[config.mk]
export PLATFORM = sky130hd
export DESIGN_NAME = running_mean_variance_flat
export DESIGN_NICKNAME = d
export VERILOG_FILES = /design/src/rtl/rmv_pkg.sv /design/src/rtl/rmv_if.sv /design/src/rtl/rmv_alu.sv /design/src/rtl/running_mean_variance.sv /design/src/flat_wrapper.sv
export VERILOG_INCLUDE_DIRS = /design/src /design/src/rtl
export SDC_FILE = /design/constraint.sdc
export NUM_CORES = 2
export LEC_CHECK = 0
export BUFFER_PORTS_ARGS = -buffer_cell sky130_fd_sc_hd__buf_4
export CAP_MARGIN = 25
export CORE_MARGIN = 2
export CORE_UTILIZATION = 55
export CTS_BUF_LIST = sky130_fd_sc_hd__clkbuf_8
export DETAILED_ROUTE_END_ITERATION = 8
export PLACE_DENSITY = 0.83
export REMOVE_ABC_BUFFERS = 1
export SYNTH_ARGS = -nofsm -noshare
export SYNTH_HDL_FRONTEND = slang
export SYNTH_SLANG_ARGS = --single-unit
[constraint.sdc]
create_clock -name clk -period 11.8 [get_ports clk]
set_input_delay 1.18 -clock clk [delete_from_list [all_inputs] [get_ports clk]]
set_output_delay 1.18 -clock clk [all_outputs]
set_load 0.01 [all_outputs]
[src/rtl/running_mean_variance_macros.svh]
// assertion macros for the running mean and variance block
// no dependencies; included by the files that carry assertions
`ifndef RUNNING_MEAN_VARIANCE_MACROS_SVH
`define RUNNING_MEAN_VARIANCE_MACROS_SVH

// same-cycle implication, disabled while in reset
`define RMV_ASSERT_IMPL(name, ck, rn, ante, cons) \
  name: assert property (@(posedge ck) disable iff (!rn) (ante) |-> (cons)) \
    else $error("running_mean_variance: assertion failed");

// next-cycle implication, disabled while in reset
`define RMV_ASSERT_NEXT(name, ck, rn, ante, cons) \
  name: assert property (@(posedge ck) disable iff (!rn) (ante) |=> (cons)) \
    else $error("running_mean_variance: assertion failed");

`endif

[src/rtl/rmv_pkg.sv]
// shared widths, constants, item codes and the request type of the shared adder
// no dependencies; compiled before every other file of the block
`default_nettype none

package rmv_pkg;

  localparam int SAMPLE_BITS = 16;
  localparam int FRAC_BITS   = 16;
  localparam int COUNT_BITS  = 16;

  localparam int MEAN_BITS = SAMPLE_BITS + FRAC_BITS;
  localparam int DIFF_BITS = MEAN_BITS + 1;
  localparam int PROD_BITS = 2 * DIFF_BITS;
  localparam int SCL_BITS  = PROD_BITS - FRAC_BITS;
  localparam int SUM_BITS  = 64;
  localparam int VAR_BITS  = 47;
  localparam int STD_BITS  = 24;
  localparam int OCNT_BITS = 16;
  localparam int ALU_BITS  = PROD_BITS;
  localparam int STEP_BITS = $clog2(SUM_BITS);

  localparam logic [COUNT_BITS-1:0] COUNT_MAX = '1;
  localparam logic [SUM_BITS-1:0]   VAR_MAX   = SUM_BITS'(64'h0000_4000_0000_0000);

  // func field of an input item
  typedef enum logic {
    OP_CLEAR = 1'b0,
    OP_PUSH  = 1'b1
  } op_t;

  typedef struct packed {
    logic [ALU_BITS-1:0] a;
    logic [ALU_BITS-1:0] b;
    logic                sub;
  } alu_req_t;

endpackage

`default_nettype wire

[src/rtl/rmv_if.sv]
// valid/ready channel interfaces for samples in and statistics out
// depends on rmv_pkg for field widths
`default_nettype none

interface rmv_in_if import rmv_pkg::*; ();
  logic                          valid;
  logic                          ready;
  logic                          func;
  logic signed [SAMPLE_BITS-1:0] sample;

  modport source (output valid, output func, output sample, input ready);
  modport sink (input valid, input func, input sample, output ready);
endinterface

interface rmv_out_if import rmv_pkg::*; ();
  logic                        valid;
  logic                        ready;
  logic [OCNT_BITS-1:0]        sample_count;
  logic signed [MEAN_BITS-1:0] mean_value;
  logic [VAR_BITS-1:0]         variance_value;
  logic [STD_BITS-1:0]         std_deviation;
  logic                        saturated;

  modport source (output valid, output sample_count, output mean_value,
                  output variance_value, output std_deviation, output saturated,
                  input ready);
  modport sink (input valid, input sample_count, input mean_value,
                input variance_value, input std_deviation, input saturated,
                output ready);
endinterface

`default_nettype wire

[src/rtl/rmv_alu.sv]
// shared add/subtract unit used by every iterative step of the block
// depends on rmv_pkg; carry out set on subtract means a >= b
`default_nettype none

module rmv_alu import rmv_pkg::*; (
  input  alu_req_t            req,
  output logic [ALU_BITS:0]   y
);

  logic [ALU_BITS-1:0] b_op;

  assign b_op = req.sub ? ~req.b : req.b;
  assign y    = {1'b0, req.a} + {1'b0, b_op} + (ALU_BITS + 1)'(req.sub);

endmodule

`default_nettype wire

[src/rtl/running_mean_variance.sv]
// running mean / variance / deviation of a sample stream, top level
// depends on rmv_pkg, rmv_if, rmv_alu and running_mean_variance_macros.svh
//
// in_ch carries func (0 clears the statistics, 1 pushes a sample) and a
// signed sample; every transfer on in_ch yields exactly one transfer on
// out_ch with the count, Q16 mean, Q16 unbiased variance, Q8 deviation
// and the sticky saturation flag.
// in_ch.ready is high only while the sequencer is idle and holds no
// finished result. A clear or the first sample after a clear skips
// the arithmetic and goes straight to its result. Any other push runs
// a 33-step mean divide, a 33-step shift-add multiply, a 64-step
// variance divide and a 24-step square root, all on the one shared
// adder, with setup and load states between them; the next item is
// taken only once the result of the last one is finished.
// Results sit in an output register; a new item can be taken while that
// register waits on out_ch.ready, and the sequencer holds its finished
// result until the register frees up.
// Reset (rst_n low, synchronous) clears count, mean, sum and flag, drops
// out_ch.valid and returns the sequencer to idle.
`default_nettype none
`include "running_mean_variance_macros.svh"

module running_mean_variance import rmv_pkg::*; (
  input  logic        clk,
  input  logic        rst_n,
  rmv_in_if.sink      in_ch,
  rmv_out_if.source   out_ch
);

  typedef enum logic [10:0] {
    S_IDLE = 11'b000_0000_0001,
    S_DSET = 11'b000_0000_0010,
    S_DIVM = 11'b000_0000_0100,
    S_MEAN = 11'b000_0000_1000,
    S_DEV2 = 11'b000_0001_0000,
    S_MUL  = 11'b000_0010_0000,
    S_SUM  = 11'b000_0100_0000,
    S_VSET = 11'b000_1000_0000,
    S_DIVV = 11'b001_0000_0000,
    S_SSET = 11'b010_0000_0000,
    S_SQRT = 11'b100_0000_0000
  } state_t;

  localparam state_t S_FIN_UNUSED = S_IDLE;

  localparam logic [MEAN_BITS-1:0] MEAN_MAX = {1'b0, {(MEAN_BITS-1){1'b1}}};
  localparam logic [MEAN_BITS-1:0] MEAN_MIN = {1'b1, {(MEAN_BITS-1){1'b0}}};
  localparam logic [VAR_BITS-1:0]  BIT_TOP  = {1'b1, {(VAR_BITS-1){1'b0}}};

  // sequencer and statistics state
  state_t                  state_r, state_nxt;
  logic                    fin_r, fin_nxt;
  logic [COUNT_BITS-1:0]   count_r, count_nxt;
  logic [MEAN_BITS-1:0]    mean_r, mean_nxt;
  logic [SUM_BITS-1:0]     sum_r, sum_nxt;
  logic                    sat_r, sat_nxt;
  logic                    ov_r, ov_nxt;

  // datapath
  logic [MEAN_BITS-1:0]    xq_r, xq_nxt;
  logic [DIFF_BITS-1:0]    d_r, d_nxt;
  logic                    d_neg_r, d_neg_nxt;
  logic                    d_nz_r, d_nz_nxt;
  logic [DIFF_BITS-1:0]    mcand_r, mcand_nxt;
  logic [DIFF_BITS-1:0]    mplier_r, mplier_nxt;
  logic [PROD_BITS-1:0]    acc_r, acc_nxt;
  logic                    neg_r, neg_nxt;
  logic [SUM_BITS-1:0]     dq_r, dq_nxt;
  logic [COUNT_BITS-1:0]   rem_r, rem_nxt;
  logic [COUNT_BITS-1:0]   dv_r, dv_nxt;
  logic [STEP_BITS-1:0]    step_r, step_nxt;
  logic [VAR_BITS-1:0]     var_r, var_nxt;
  logic [VAR_BITS-1:0]     sv_r, sv_nxt;
  logic [VAR_BITS-1:0]     res_r, res_nxt;
  logic [VAR_BITS-1:0]     bit_r, bit_nxt;

  // output register
  logic [OCNT_BITS-1:0]    o_count_r;
  logic [MEAN_BITS-1:0]    o_mean_r;
  logic [VAR_BITS-1:0]     o_var_r;
  logic [STD_BITS-1:0]     o_std_r;
  logic                    o_sat_r;
  logic                    o_load;

  logic                    in_ready, in_fire, out_fire;
  logic [MEAN_BITS-1:0]    xq_in;
  logic [DIFF_BITS-1:0]    d_in, d_mag, d2, d2_mag;
  logic [COUNT_BITS:0]     div_trial;
  logic [DIFF_BITS:0]      q_s, nm;
  logic [MEAN_BITS-1:0]    nm_clamp;
  logic [DIFF_BITS:0]      mul_upper;
  logic [VAR_BITS-1:0]     sq_trial;
  logic [VAR_BITS-1:0]     var_clamp;

  alu_req_t                alu_req;
  logic [ALU_BITS:0]       alu_y;
  logic                    alu_co;

  rmv_alu u_alu (
    .req (alu_req),
    .y   (alu_y)
  );

  assign alu_co   = alu_y[ALU_BITS];
  assign in_ready = (state_r == S_IDLE) && !fin_r;
  assign in_fire  = in_ch.valid && in_ready;
  assign out_fire = ov_r && out_ch.ready;
  assign in_ch.ready = in_ready;

  assign out_ch.valid          = ov_r;
  assign out_ch.sample_count   = o_count_r;
  assign out_ch.mean_value     = o_mean_r;
  assign out_ch.variance_value = o_var_r;
  assign out_ch.std_deviation  = o_std_r;
  assign out_ch.saturated      = o_sat_r;

  // sample scaled into the mean's fixed point format
  assign xq_in  = {in_ch.sample, {FRAC_BITS{1'b0}}};
  assign d_in   = {xq_in[MEAN_BITS-1], xq_in} - {mean_r[MEAN_BITS-1], mean_r};
  assign d_mag  = d_r[DIFF_BITS-1] ? (~d_r + DIFF_BITS'(1)) : d_r;
  assign d2     = {xq_r[MEAN_BITS-1], xq_r} - {mean_r[MEAN_BITS-1], mean_r};
  assign d2_mag = d2[DIFF_BITS-1] ? (~d2 + DIFF_BITS'(1)) : d2;

  assign div_trial = {rem_r, dq_r[SUM_BITS-1]};

  // signed quotient added to the old mean, then clamped to 32 bits
  assign q_s = d_neg_r ? (~{1'b0, dq_r[DIFF_BITS-1:0]} + (DIFF_BITS + 1)'(1))
                       : {1'b0, dq_r[DIFF_BITS-1:0]};
  assign nm  = {{2{mean_r[MEAN_BITS-1]}}, mean_r} + q_s;

  always_comb begin
    if (nm[DIFF_BITS:MEAN_BITS-1] == '0 || nm[DIFF_BITS:MEAN_BITS-1] == '1) begin
      nm_clamp = nm[MEAN_BITS-1:0];
    end else if (nm[DIFF_BITS]) begin
      nm_clamp = MEAN_MIN;
    end else begin
      nm_clamp = MEAN_MAX;
    end
  end

  assign mul_upper = mplier_r[0] ? alu_y[DIFF_BITS:0]
                                 : {1'b0, acc_r[PROD_BITS-1:DIFF_BITS]};
  // res and bit never overlap in the digit-by-digit root
  assign sq_trial  = res_r | bit_r;
  assign var_clamp = (dq_r > VAR_MAX) ? VAR_MAX[VAR_BITS-1:0] : dq_r[VAR_BITS-1:0];

  always_comb begin
    alu_req.a   = '0;
    alu_req.b   = '0;
    alu_req.sub = 1'b0;
    case (state_r)
      S_DIVM, S_DIVV: begin
        alu_req.a   = ALU_BITS'(div_trial);
        alu_req.b   = ALU_BITS'(dv_r);
        alu_req.sub = 1'b1;
      end
      S_MUL: begin
        alu_req.a = ALU_BITS'(acc_r[PROD_BITS-1:DIFF_BITS]);
        alu_req.b = ALU_BITS'(mcand_r);
      end
      S_SUM: begin
        // scaled product fits 50 bits, so only the 64-bit sum can overflow
        alu_req.a   = ALU_BITS'(sum_r);
        alu_req.b   = ALU_BITS'(acc_r[PROD_BITS-1:FRAC_BITS]);
        alu_req.sub = neg_r;
      end
      S_SQRT: begin
        alu_req.a   = ALU_BITS'(sv_r);
        alu_req.b   = ALU_BITS'(sq_trial);
        alu_req.sub = 1'b1;
      end
      default: begin
      end
    endcase
  end

  always_comb begin
    state_nxt  = state_r;
    fin_nxt    = fin_r;
    count_nxt  = count_r;
    mean_nxt   = mean_r;
    sum_nxt    = sum_r;
    sat_nxt    = sat_r;
    xq_nxt     = xq_r;
    d_nxt      = d_r;
    d_neg_nxt  = d_neg_r;
    d_nz_nxt   = d_nz_r;
    mcand_nxt  = mcand_r;
    mplier_nxt = mplier_r;
    acc_nxt    = acc_r;
    neg_nxt    = neg_r;
    dq_nxt     = dq_r;
    rem_nxt    = rem_r;
    dv_nxt     = dv_r;
    step_nxt   = step_r;
    var_nxt    = var_r;
    sv_nxt     = sv_r;
    res_nxt    = res_r;
    bit_nxt    = bit_r;
    o_load     = 1'b0;

    case (state_r)
      S_IDLE: begin
        if (fin_r) begin
          if (!ov_r || out_ch.ready) begin
            o_load  = 1'b1;
            fin_nxt = 1'b0;
          end
        end else if (in_fire) begin
          if (in_ch.func == OP_CLEAR) begin
            count_nxt = '0;
            mean_nxt  = '0;
            sum_nxt   = '0;
            sat_nxt   = 1'b0;
            state_nxt = S_VSET;
          end else if (count_r == '0) begin
            count_nxt = COUNT_BITS'(1);
            mean_nxt  = xq_in;
            sum_nxt   = '0;
            state_nxt = S_VSET;
          end else begin
            if (count_r == COUNT_MAX) begin
              sat_nxt = 1'b1;
            end else begin
              count_nxt = count_r + COUNT_BITS'(1);
            end
            xq_nxt    = xq_in;
            d_nxt     = d_in;
            state_nxt = S_DSET;
          end
        end
      end
      S_DSET: begin
        dq_nxt    = {d_mag, {(SUM_BITS-DIFF_BITS){1'b0}}};
        rem_nxt   = '0;
        dv_nxt    = count_r;
        step_nxt  = '0;
        mcand_nxt = d_mag;
        d_neg_nxt = d_r[DIFF_BITS-1];
        d_nz_nxt  = (d_r != '0);
        state_nxt = S_DIVM;
      end
      S_DIVM, S_DIVV: begin
        // restoring divide, one quotient bit per cycle
        rem_nxt  = alu_co ? alu_y[COUNT_BITS-1:0] : div_trial[COUNT_BITS-1:0];
        dq_nxt   = {dq_r[SUM_BITS-2:0], alu_co};
        step_nxt = step_r + STEP_BITS'(1);
        if (state_r == S_DIVM && step_r == STEP_BITS'(DIFF_BITS - 1)) begin
          state_nxt = S_MEAN;
        end else if (state_r == S_DIVV && step_r == STEP_BITS'(SUM_BITS - 1)) begin
          state_nxt = S_SSET;
        end
      end
      S_MEAN: begin
        mean_nxt  = nm_clamp;
        state_nxt = S_DEV2;
      end
      S_DEV2: begin
        mplier_nxt = d2_mag;
        neg_nxt    = (d_neg_r && !d2[DIFF_BITS-1] && d2 != '0) ||
                     (!d_neg_r && d_nz_r && d2[DIFF_BITS-1]);
        acc_nxt    = '0;
        step_nxt   = '0;
        state_nxt  = S_MUL;
      end
      S_MUL: begin
        acc_nxt    = {mul_upper, acc_r[DIFF_BITS-1:1]};
        mplier_nxt = {1'b0, mplier_r[DIFF_BITS-1:1]};
        step_nxt   = step_r + STEP_BITS'(1);
        if (step_r == STEP_BITS'(DIFF_BITS - 1)) begin
          state_nxt = S_SUM;
        end
      end
      S_SUM: begin
        if (neg_r) begin
          // subtract floors at zero
          sum_nxt = alu_co ? alu_y[SUM_BITS-1:0] : '0;
        end else if (alu_y[SUM_BITS]) begin
          sum_nxt = '1;
          sat_nxt = 1'b1;
        end else begin
          sum_nxt = alu_y[SUM_BITS-1:0];
        end
        state_nxt = S_VSET;
      end
      S_VSET: begin
        if (count_r > COUNT_BITS'(1)) begin
          dq_nxt    = sum_r;
          rem_nxt   = '0;
          dv_nxt    = count_r - COUNT_BITS'(1);
          step_nxt  = '0;
          state_nxt = S_DIVV;
        end else begin
          var_nxt   = '0;
          res_nxt   = '0;
          fin_nxt   = 1'b1;
          state_nxt = S_IDLE;
        end
      end
      S_SSET: begin
        var_nxt   = var_clamp;
        sv_nxt    = var_clamp;
        res_nxt   = '0;
        bit_nxt   = BIT_TOP;
        state_nxt = S_SQRT;
      end
      S_SQRT: begin
        if (alu_co) begin
          sv_nxt  = alu_y[VAR_BITS-1:0];
          res_nxt = {1'b0, res_r[VAR_BITS-1:1]} | bit_r;
        end else begin
          res_nxt = {1'b0, res_r[VAR_BITS-1:1]};
        end
        bit_nxt = {2'b00, bit_r[VAR_BITS-1:2]};
        if (bit_r[0]) begin
          fin_nxt   = 1'b1;
          state_nxt = S_IDLE;
        end
      end
      default: begin
        state_nxt = S_IDLE;
        fin_nxt   = 1'b0;
      end
    endcase
  end

  // valid stays until the transfer; a finished result reloads it
  always_comb begin
    ov_nxt = ov_r;
    if (out_fire) begin
      ov_nxt = 1'b0;
    end
    if (o_load) begin
      ov_nxt = 1'b1;
    end
  end

  always_ff @(posedge clk) begin
    if (!rst_n) begin
      state_r <= S_IDLE;
      fin_r   <= 1'b0;
      count_r <= '0;
      mean_r  <= '0;
      sum_r   <= '0;
      sat_r   <= 1'b0;
      ov_r    <= 1'b0;
    end else begin
      state_r <= state_nxt;
      fin_r   <= fin_nxt;
      count_r <= count_nxt;
      mean_r  <= mean_nxt;
      sum_r   <= sum_nxt;
      sat_r   <= sat_nxt;
      ov_r    <= ov_nxt;
    end
  end

  always_ff @(posedge clk) begin
    xq_r     <= xq_nxt;
    d_r      <= d_nxt;
    d_neg_r  <= d_neg_nxt;
    d_nz_r   <= d_nz_nxt;
    mcand_r  <= mcand_nxt;
    mplier_r <= mplier_nxt;
    acc_r    <= acc_nxt;
    neg_r    <= neg_nxt;
    dq_r     <= dq_nxt;
    rem_r    <= rem_nxt;
    dv_r     <= dv_nxt;
    step_r   <= step_nxt;
    var_r    <= var_nxt;
    sv_r     <= sv_nxt;
    res_r    <= res_nxt;
    bit_r    <= bit_nxt;
    if (o_load) begin
      o_count_r <= count_r[OCNT_BITS-1:0];
      o_mean_r  <= mean_r;
      o_var_r   <= var_r;
      o_std_r   <= res_r[STD_BITS-1:0];
      o_sat_r   <= sat_r;
    end
  end

  `RMV_ASSERT_NEXT(a_clear_zeroes, clk, rst_n, in_fire && in_ch.func == OP_CLEAR, count_r == '0 && sum_r == '0 && !sat_r)
  `RMV_ASSERT_NEXT(a_push_count_up, clk, rst_n, in_fire && in_ch.func == OP_PUSH, count_r >= $past(count_r) && count_r != '0)
  `RMV_ASSERT_IMPL(a_few_samples_no_var, clk, rst_n, ov_r && o_count_r < OCNT_BITS'(2), o_var_r == '0 && o_std_r == '0)
  `RMV_ASSERT_NEXT(a_sat_sticky, clk, rst_n, sat_r && !(in_fire && in_ch.func == OP_CLEAR), sat_r)
  `RMV_ASSERT_NEXT(a_result_loads, clk, rst_n, fin_r && !ov_r && state_r == S_FIN_UNUSED, ov_r && !fin_r)

endmodule

`default_nettype wire

[src/flat_wrapper.sv]
// flat-port wrapper written by rule: the top's interface ports become plain ports
module running_mean_variance_flat import rmv_pkg::*;
  (clk, rst_n, in_ch_valid, in_ch_func, in_ch_sample, in_ch_ready, out_ch_valid, out_ch_sample_count, out_ch_mean_value, out_ch_variance_value, out_ch_std_deviation, out_ch_saturated, out_ch_ready);
  rmv_in_if in_ch_i ();
  rmv_out_if out_ch_i ();
  input  logic clk;
  input  logic rst_n;
  input wire logic [$bits(in_ch_i.valid)-1:0] in_ch_valid;
  input wire logic [$bits(in_ch_i.func)-1:0] in_ch_func;
  input wire logic [$bits(in_ch_i.sample)-1:0] in_ch_sample;
  output wire logic [$bits(in_ch_i.ready)-1:0] in_ch_ready;
  output wire logic [$bits(out_ch_i.valid)-1:0] out_ch_valid;
  output wire logic [$bits(out_ch_i.sample_count)-1:0] out_ch_sample_count;
  output wire logic [$bits(out_ch_i.mean_value)-1:0] out_ch_mean_value;
  output wire logic [$bits(out_ch_i.variance_value)-1:0] out_ch_variance_value;
  output wire logic [$bits(out_ch_i.std_deviation)-1:0] out_ch_std_deviation;
  output wire logic [$bits(out_ch_i.saturated)-1:0] out_ch_saturated;
  input wire logic [$bits(out_ch_i.ready)-1:0] out_ch_ready;
  assign in_ch_i.valid = in_ch_valid;
  assign in_ch_i.func = in_ch_func;
  assign in_ch_i.sample = in_ch_sample;
  assign in_ch_ready = in_ch_i.ready;
  assign out_ch_valid = out_ch_i.valid;
  assign out_ch_sample_count = out_ch_i.sample_count;
  assign out_ch_mean_value = out_ch_i.mean_value;
  assign out_ch_variance_value = out_ch_i.variance_value;
  assign out_ch_std_deviation = out_ch_i.std_deviation;
  assign out_ch_saturated = out_ch_i.saturated;
  assign out_ch_i.ready = out_ch_ready;
  running_mean_variance u_core (.clk(clk), .rst_n(rst_n), .in_ch(in_ch_i), .out_ch(out_ch_i));
endmodule
Yosys cells after proc, flatten, opt, wreduce, memory -nomap -nowiden
Cells that the tools add are included.
{"block": "totals", "regBits": 720, "wordCells": 199}
{"block": "classes", "muxes": 72, "bitwise_logic": 9, "order_cmp": 2, "reduce_logical": 48, "n_eq_ne": 29, "n_addsub": 11}
{"operator": "one-hot mux 130 bit (4 select lines)", "n": 1}
{"operator": "two-way mux 64 bit", "n": 8}
{"operator": "one-hot mux 47 bit (2 select lines)", "n": 3}
{"operator": "two-way mux 32 bit", "n": 6}
{"operator": "one-hot mux 64 bit (3 select lines)", "n": 1}
{"operator": "two-way mux 47 bit", "n": 4}
{"operator": "one-hot mux 47 bit (3 select lines)", "n": 1}
{"operator": "one-hot mux 66 bit (2 select lines)", "n": 1}
{"operator": "one-hot mux 64 bit (2 select lines)", "n": 1}
{"operator": "one-hot mux 11 bit (10 select lines)", "n": 1}
{"operator": "two-way mux 16 bit", "n": 6}
{"operator": "two-way mux 11 bit", "n": 7}
{"operator": "two-way mux 34 bit", "n": 2}
{"operator": "adder 66 x 66 -> 67 bit", "n": 1}
{"operator": "adder 67 x 1 -> 67 bit", "n": 1}
{"operator": "adder 33 x 1 -> 33 bit, second input constant", "n": 2}
{"operator": "two-way mux 33 bit", "n": 2}
{"operator": "two-way mux 66 bit", "n": 1}
{"operator": "inverter 33 bit", "n": 2}
{"operator": "inverter 66 bit", "n": 1}
{"operator": "one-hot mux 33 bit (2 select lines)", "n": 1}
{"operator": "nonzero test 33 bit", "n": 2}
{"operator": "subtractor 32 x 32 -> 33 bit", "n": 2}
{"operator": "> comparator 64 x 47 -> 1 bit, second input constant", "n": 1}
{"operator": "other kinds (54)", "n": 113}

Logic depth before layout (Yosys ltp)
{"block": "logic_depth", "depth_word": 10, "ltp_mapped": 25, "ltp_nobuf": 20}

Modules after synthesis
A second synthesis with hierarchy kept.
{"block": "hier_totals", "hier_cells": 3793, "hier_area_um2": 38089.0}
{"module": "running_mean_variance", "area_per_inst_um2": 33337.0, "instances": 1, "cells_per_inst": 3110, "seq_area_each_um2": 19188.4}
{"module": "rmv_alu", "area_per_inst_um2": 4752.1, "instances": 1, "cells_per_inst": 683, "seq_area_each_um2": 0.0}

Worst setup path after synthesis
No wires, ideal clock.
{"block": "synth_path", "kind": "register -> register", "start": "reg u_core.state_r[0]", "end": "reg u_core.step_r[0], enable pin", "synth_period_minus_slack_ns": 6.746, "stages_incl_launch_ff": 8, "t_arrival_ns": 6.420, "path_slack_ns": 5.054, "path_buffers": 2, "path_cell_list": "dfxtp_1 -> or4_1 -> buf_2 -> nor2_1 -> nand4b_1 -> clkbuf_1 -> a31oi_1 -> nand2b_1"}
{"block": "synth_via", "elab_chain_cells": 4, "elab_cells_between_ends": 11, "classes_between": "eq/ne (7); reduce/logical (4)"}
{"element": "start: declaration", "line_no": "running_mean_variance.sv:51", "text": "state_t state_r, state_nxt;"}
{"element": "start signal: assignment", "line_no": "running_mean_variance.sv:348", "text": "state_r <= state_nxt;"}
{"element": "== test 11 x 6 -> 1 bit, or another cell as far along", "line_no": "running_mean_variance.sv:202", "text": "case (state_r)"}
{"element": "OR reduction 3 bit (no source line) / OR reduction 2 bit (equally long branches)"}
{"element": "nonzero test 3 bit (no source line)"}
{"element": "AND reduction 2 bit (no source line) *"}
{"element": "end signal: assignment", "line_no": "running_mean_variance.sv:370", "text": "step_r <= step_nxt;"}
{"element": "end: declaration", "line_no": "running_mean_variance.sv:71", "text": "logic [STEP_BITS-1:0] step_r, step_nxt;"}
Mark *: on every way between the ends. The rest lies on a longest branch, timed or not.
A chain may end at the register's enable or synchronous reset.

Worst setup path in the final report
{"block": "layout_path", "start": "reg u_core.state_r[0]", "end": "reg u_core.sum_r[62]"}
{"block": "layout_via", "elab_chain_cells": 10, "elab_cells_between_ends": 25, "classes_between": "add/sub (2); eq/ne (9); mux (7); bitwise (1); reduce/logical (6)"}
{"element": "== test 11 x 9 -> 1 bit / == test 11 x 3 -> 1 bit (equally long branches)", "line_no": "running_mean_variance.sv:151", "text": "case (state_r)"}
{"element": "OR reduction 2 bit", "line_no": "running_mean_variance.sv:151"}
{"element": "one-hot mux 130 bit (4 select lines)", "line_no": "running_mean_variance.sv:151"}
{"element": "inverter 66 bit", "line_no": "rmv_alu.sv:12", "text": "assign b_op = req.sub ? ~req.b : req.b;"}
{"element": "two-way mux 66 bit", "line_no": "rmv_alu.sv:12"}
{"element": "adder 66 x 66 -> 67 bit", "line_no": "rmv_alu.sv:13", "text": "assign y = {1'b0, req.a} + {1'b0, b_op} + (ALU_BITS + 1)'(req.sub);"}
{"element": "adder 67 x 1 -> 67 bit", "line_no": "rmv_alu.sv:13"}
{"element": "two-way mux 64 bit (on tied branches)", "line_no": "running_mean_variance.sv:278, running_mean_variance.sv:277"}
{"element": "two-way mux 64 bit", "line_no": "running_mean_variance.sv:275", "text": "if (neg_r) begin"}
{"element": "one-hot mux 64 bit (2 select lines)", "line_no": "running_mean_variance.sv:202"}
{"element": "end signal: assignment", "line_no": "running_mean_variance.sv:352", "text": "sum_r <= sum_nxt;"}
{"element": "end: declaration", "line_no": "running_mean_variance.sv:55", "text": "logic [SUM_BITS-1:0] sum_r, sum_nxt;"}
Several ways; a longest one is shown, not always the timed one.

==> out/results.txt <==
H-tree depth: 3
CTS root buf: clkbuf_8
Via density: 6.475
final RePlAce weighted congestion: 0.9750
CP Class: flop to flop
worst min-delay path category: flop to flop
Routed Antenna Nets: 0
Via Count: 29900
Mapped Area: 0.03732 sq mm
min cycle time layout: 9.126 ns
hold slack: 0.4028 ns
DR iter-0 viols: 4017
dpl hpwl: 78880 um
FF/Latch Area: 0.01919 sq mm
# fillers: 5328
die area: 0.06995 sq mm
drt wl/cell: 24.35 um
hold path cells: 0
RSZ-0062 raised after global routing: no
Crit path arrival time: 9.78 ns
Multi-input gate area: 0.01705 sq mm
Clk Latency, worst-skew pair: 0.76 ns
height of the chip: 264.5 um
post-CTS setup buffers: 0
Max-cap violations: 0
I/O pins: 143
Critical Path Start Type: flop
CTS clk-pin slew, worst paths: 0.06 ns
Worst EP required: 12.45 ns
Worst Path Max Fanout: 52
Worst R2R Path Depth: 20
period utilisation layout: 77.34%
# resized after CTS: 0
CTS tree: built
fin worst setup slack: 2.674 ns
GRT Util Overall: 31.53%
CTS Buf Count: 111
area grow syn2layout: 10.97%
YS warnings: 0
DRC violations left: 0
status: finished, final reports clean
layout cells sized above 1: 10.77%
core area: 0.06716 sq mm
grt ovf: 0
Pleak: 15.75 nW
Starting Density: 55.57%
Core Rows: 95
endpoint type of the worst setup path: flop
Yosys cell types: 95
number of synthesized flops with an enable pin: 555
WL final: 112400 um
actual slew at the worst max-slew pin: 1.115 ns
max-slew violations: 0
Clock Tree Buf Depth: 3
pwr/cell area: 127.6 mW/mm^2
pre-CTS setup slack: 2.887 ns
Nets: 3804
# port buffers: 142
hold_buf cts: 0
Finished Layout Cells: 4617
first-pass GRT wire length: 169700 um
largest net degree at the start of global routing: 156
synthesized instance count: 3560
Sink Count: 681
Final setup violation count: 0
1st-pass router iterations: 9
post-synthesis sequential area ratio: 51.42%
Die Wd: 264.5 um
Syn Area/Cell: 10.48 sq um
maximum vdd drop: 0.09892 mV
vias in the first global route: 28670
initial antenna violation count: 2
worst clock skew: 0.04008 ns
Async S/R FF share, synth: 0%
Hold Vio Cnt, Final: 0
setup TNS: 0 ns
fmax: 109.6 MHz
Worst slew margin: 24.85%
Top FF cell, synth: edfxtp_1
#FFs+latches synth: 681
placed cells: 4402
logic make-up (layout without fill, tap and decap cells):
group	count (synthesis)	in the layout	synth area share (%)
flip-flops	681	681	51.42
adder cells (fa/ha/maj)	139	139	4.701
other	0	1	0
buffers and inverters	296	479	3.152
XOR/XNOR	312	312	7.323
AND/OR/NAND/NOR	1152	1152	15.18
AO/OA/AOI/OAI	943	943	17.23
multiplexers	37	37	0.9958
flip-flops by register name, summed over array words and instances (netlist names), 6 cells and up:
register / cells
u_core.var_r: 47
u_core.mcand_r: 33
u_core.res_r: 47
u_core.bit_r: 24
u_core.step_r: 6
u_core.sum_r: 64
u_core.out_ch.std_deviation: 24
u_core.mean_r: 32
u_core.d_r: 33
u_core.out_ch.variance_value: 47
u_core.rem_r: 16
u_core.count_r: 16
u_core.xq_r: 16
u_core.mplier_r: 33
u_core.sv_r: 47
u_core.dv_r: 16
u_core.acc_r: 50
u_core.dq_r: 64
u_core.state_r: 11
u_core.out_ch.mean_value: 32
u_core.out_ch.sample_count: 16
stage by stage:
stage               total power, mW  instance area, sq um  util [%]
finish                        5.285                 41410     61.66
global route                  5.442                 41410     61.66
CTS                           5.300                 41390     61.63
detailed placement            3.143                 39040     58.13
global placement              3.132                 39010     58.08
floorplan                     2.993                 36460         -
report_power, final:
part	switching, mW	total, mW	internal [mW]
Combinational	0.272	0.423	0.151
Clock	1.02	2.18	1.16
Sequential	0.0458	2.68	2.64
Total	1.33	5.29	3.95
cells in the final DEF, fill, tap and decap left out, types with 126 or more instances in the layout:
| cell type | netlist | layout |
|---|---|---|
| buf_4 | 2 | 178 |
| and2_1 | 153 | 153 |
| dfxtp_1 | 126 | 126 |
| edfxtp_1 | 555 | 555 |
| xnor2_1 | 221 | 221 |
| o21ai_0 | 220 | 220 |
| nor2_1 | 238 | 237 |
| nand2_1 | 369 | 368 |
| a21oi_1 | 211 | 210 |
| ha_1 | 137 | 137 |
cell usage after synthesis (14+ instances only):
master | n | area [sq um]
xor2_1 | 91 | 797.0
nand2b_1 | 30 | 187.7
edfxtp_1 | 555 | 16670
a22o_1 | 82 | 718.2
or2_2 | 16 | 100.1
nand3_1 | 114 | 570.6
and2_1 | 153 | 957.2
a221oi_1 | 14 | 122.6
dfxtp_1 | 126 | 2522
and3_1 | 22 | 137.6
a21o_1 | 67 | 503.0
a21oi_1 | 211 | 1056
o21ai_0 | 220 | 1101
a22oi_1 | 47 | 352.8
or3_1 | 20 | 125.1
o211ai_1 | 15 | 112.6
nor4_1 | 26 | 162.7
clkbuf_1 | 170 | 638.1
a32o_1 | 14 | 140.1
nand2_1 | 369 | 1385
xnor2_1 | 221 | 1936
a211oi_1 | 17 | 127.6
mux2i_1 | 36 | 360.4
a222oi_1 | 44 | 440.4
nor2b_1 | 20 | 125.1
a211o_1 | 15 | 131.4
or4_1 | 14 | 105.1
nand4_1 | 27 | 168.9
buf_1 | 20 | 75.07
nor2_1 | 238 | 893.4
a31oi_1 | 19 | 118.9
o21bai_1 | 20 | 150.1
inv_1 | 81 | 304.0
o21a_1 | 30 | 225.2
nor3_1 | 46 | 230.2
o31ai_1 | 29 | 217.7
ha_1 | 137 | 1714
final timing paths:
| kind | startpoint | end | slack (ns) |
|---|---|---|---|
| max | u_core.state_r[0] | u_core.sum_r[62] | 2.67 |
| min | u_core.var_r[1] | u_core.out_ch.variance_value[1] | 0.40 |
| max reg2reg | u_core.state_r[0] | u_core.sum_r[62] | 2.67 |
| min reg2reg | u_core.var_r[1] | u_core.out_ch.variance_value[1] | 0.40 |
layer usage:
metal  GRT usage [%]  up-vias  share of wire (%)
met5               0        -              0.012
met4           16.15        2                5.1
met3           7.394      316                 12
met2           47.72     1833                 44
met1           42.53    14320                 39
li1                -    13430                  -
cell type report:
cell class / instances / share of cell area, %
inverters: 85 / 0.7796
well taps: 873 / 2.638
clock buffers: 122 / 4.055
clock inverters: 90 / 1.623
flip-flops and latches: 681 / 46.34
repair buffers: 182 / 3.390
diodes: 1 / 0.006043
multi-input cells: 2583 / 41.17
worst max-delay path: stages, from the launching register on:
cell and delay, ns:
dfxtp_1 0.36, or4_1 0.74, nor3_1 0.66, a32o_2 0.21, buf_4 0.68, clkinv_1 0.99
xnor2_1 0.44, fa_1 0.51, a21oi_1 0.24, o22ai_1 0.14, o311ai_0 0.60, a21oi_1 0.26
o211ai_1 0.29, nand3_1 0.31, a21oi_1 0.43, nor2_4 0.06, buf_4 0.33, xnor2_1 0.30
nor2b_2 0.64, nand2_1 0.52, o211ai_1 0.23
Note: power is estimated with default switching activity, not from simulation.
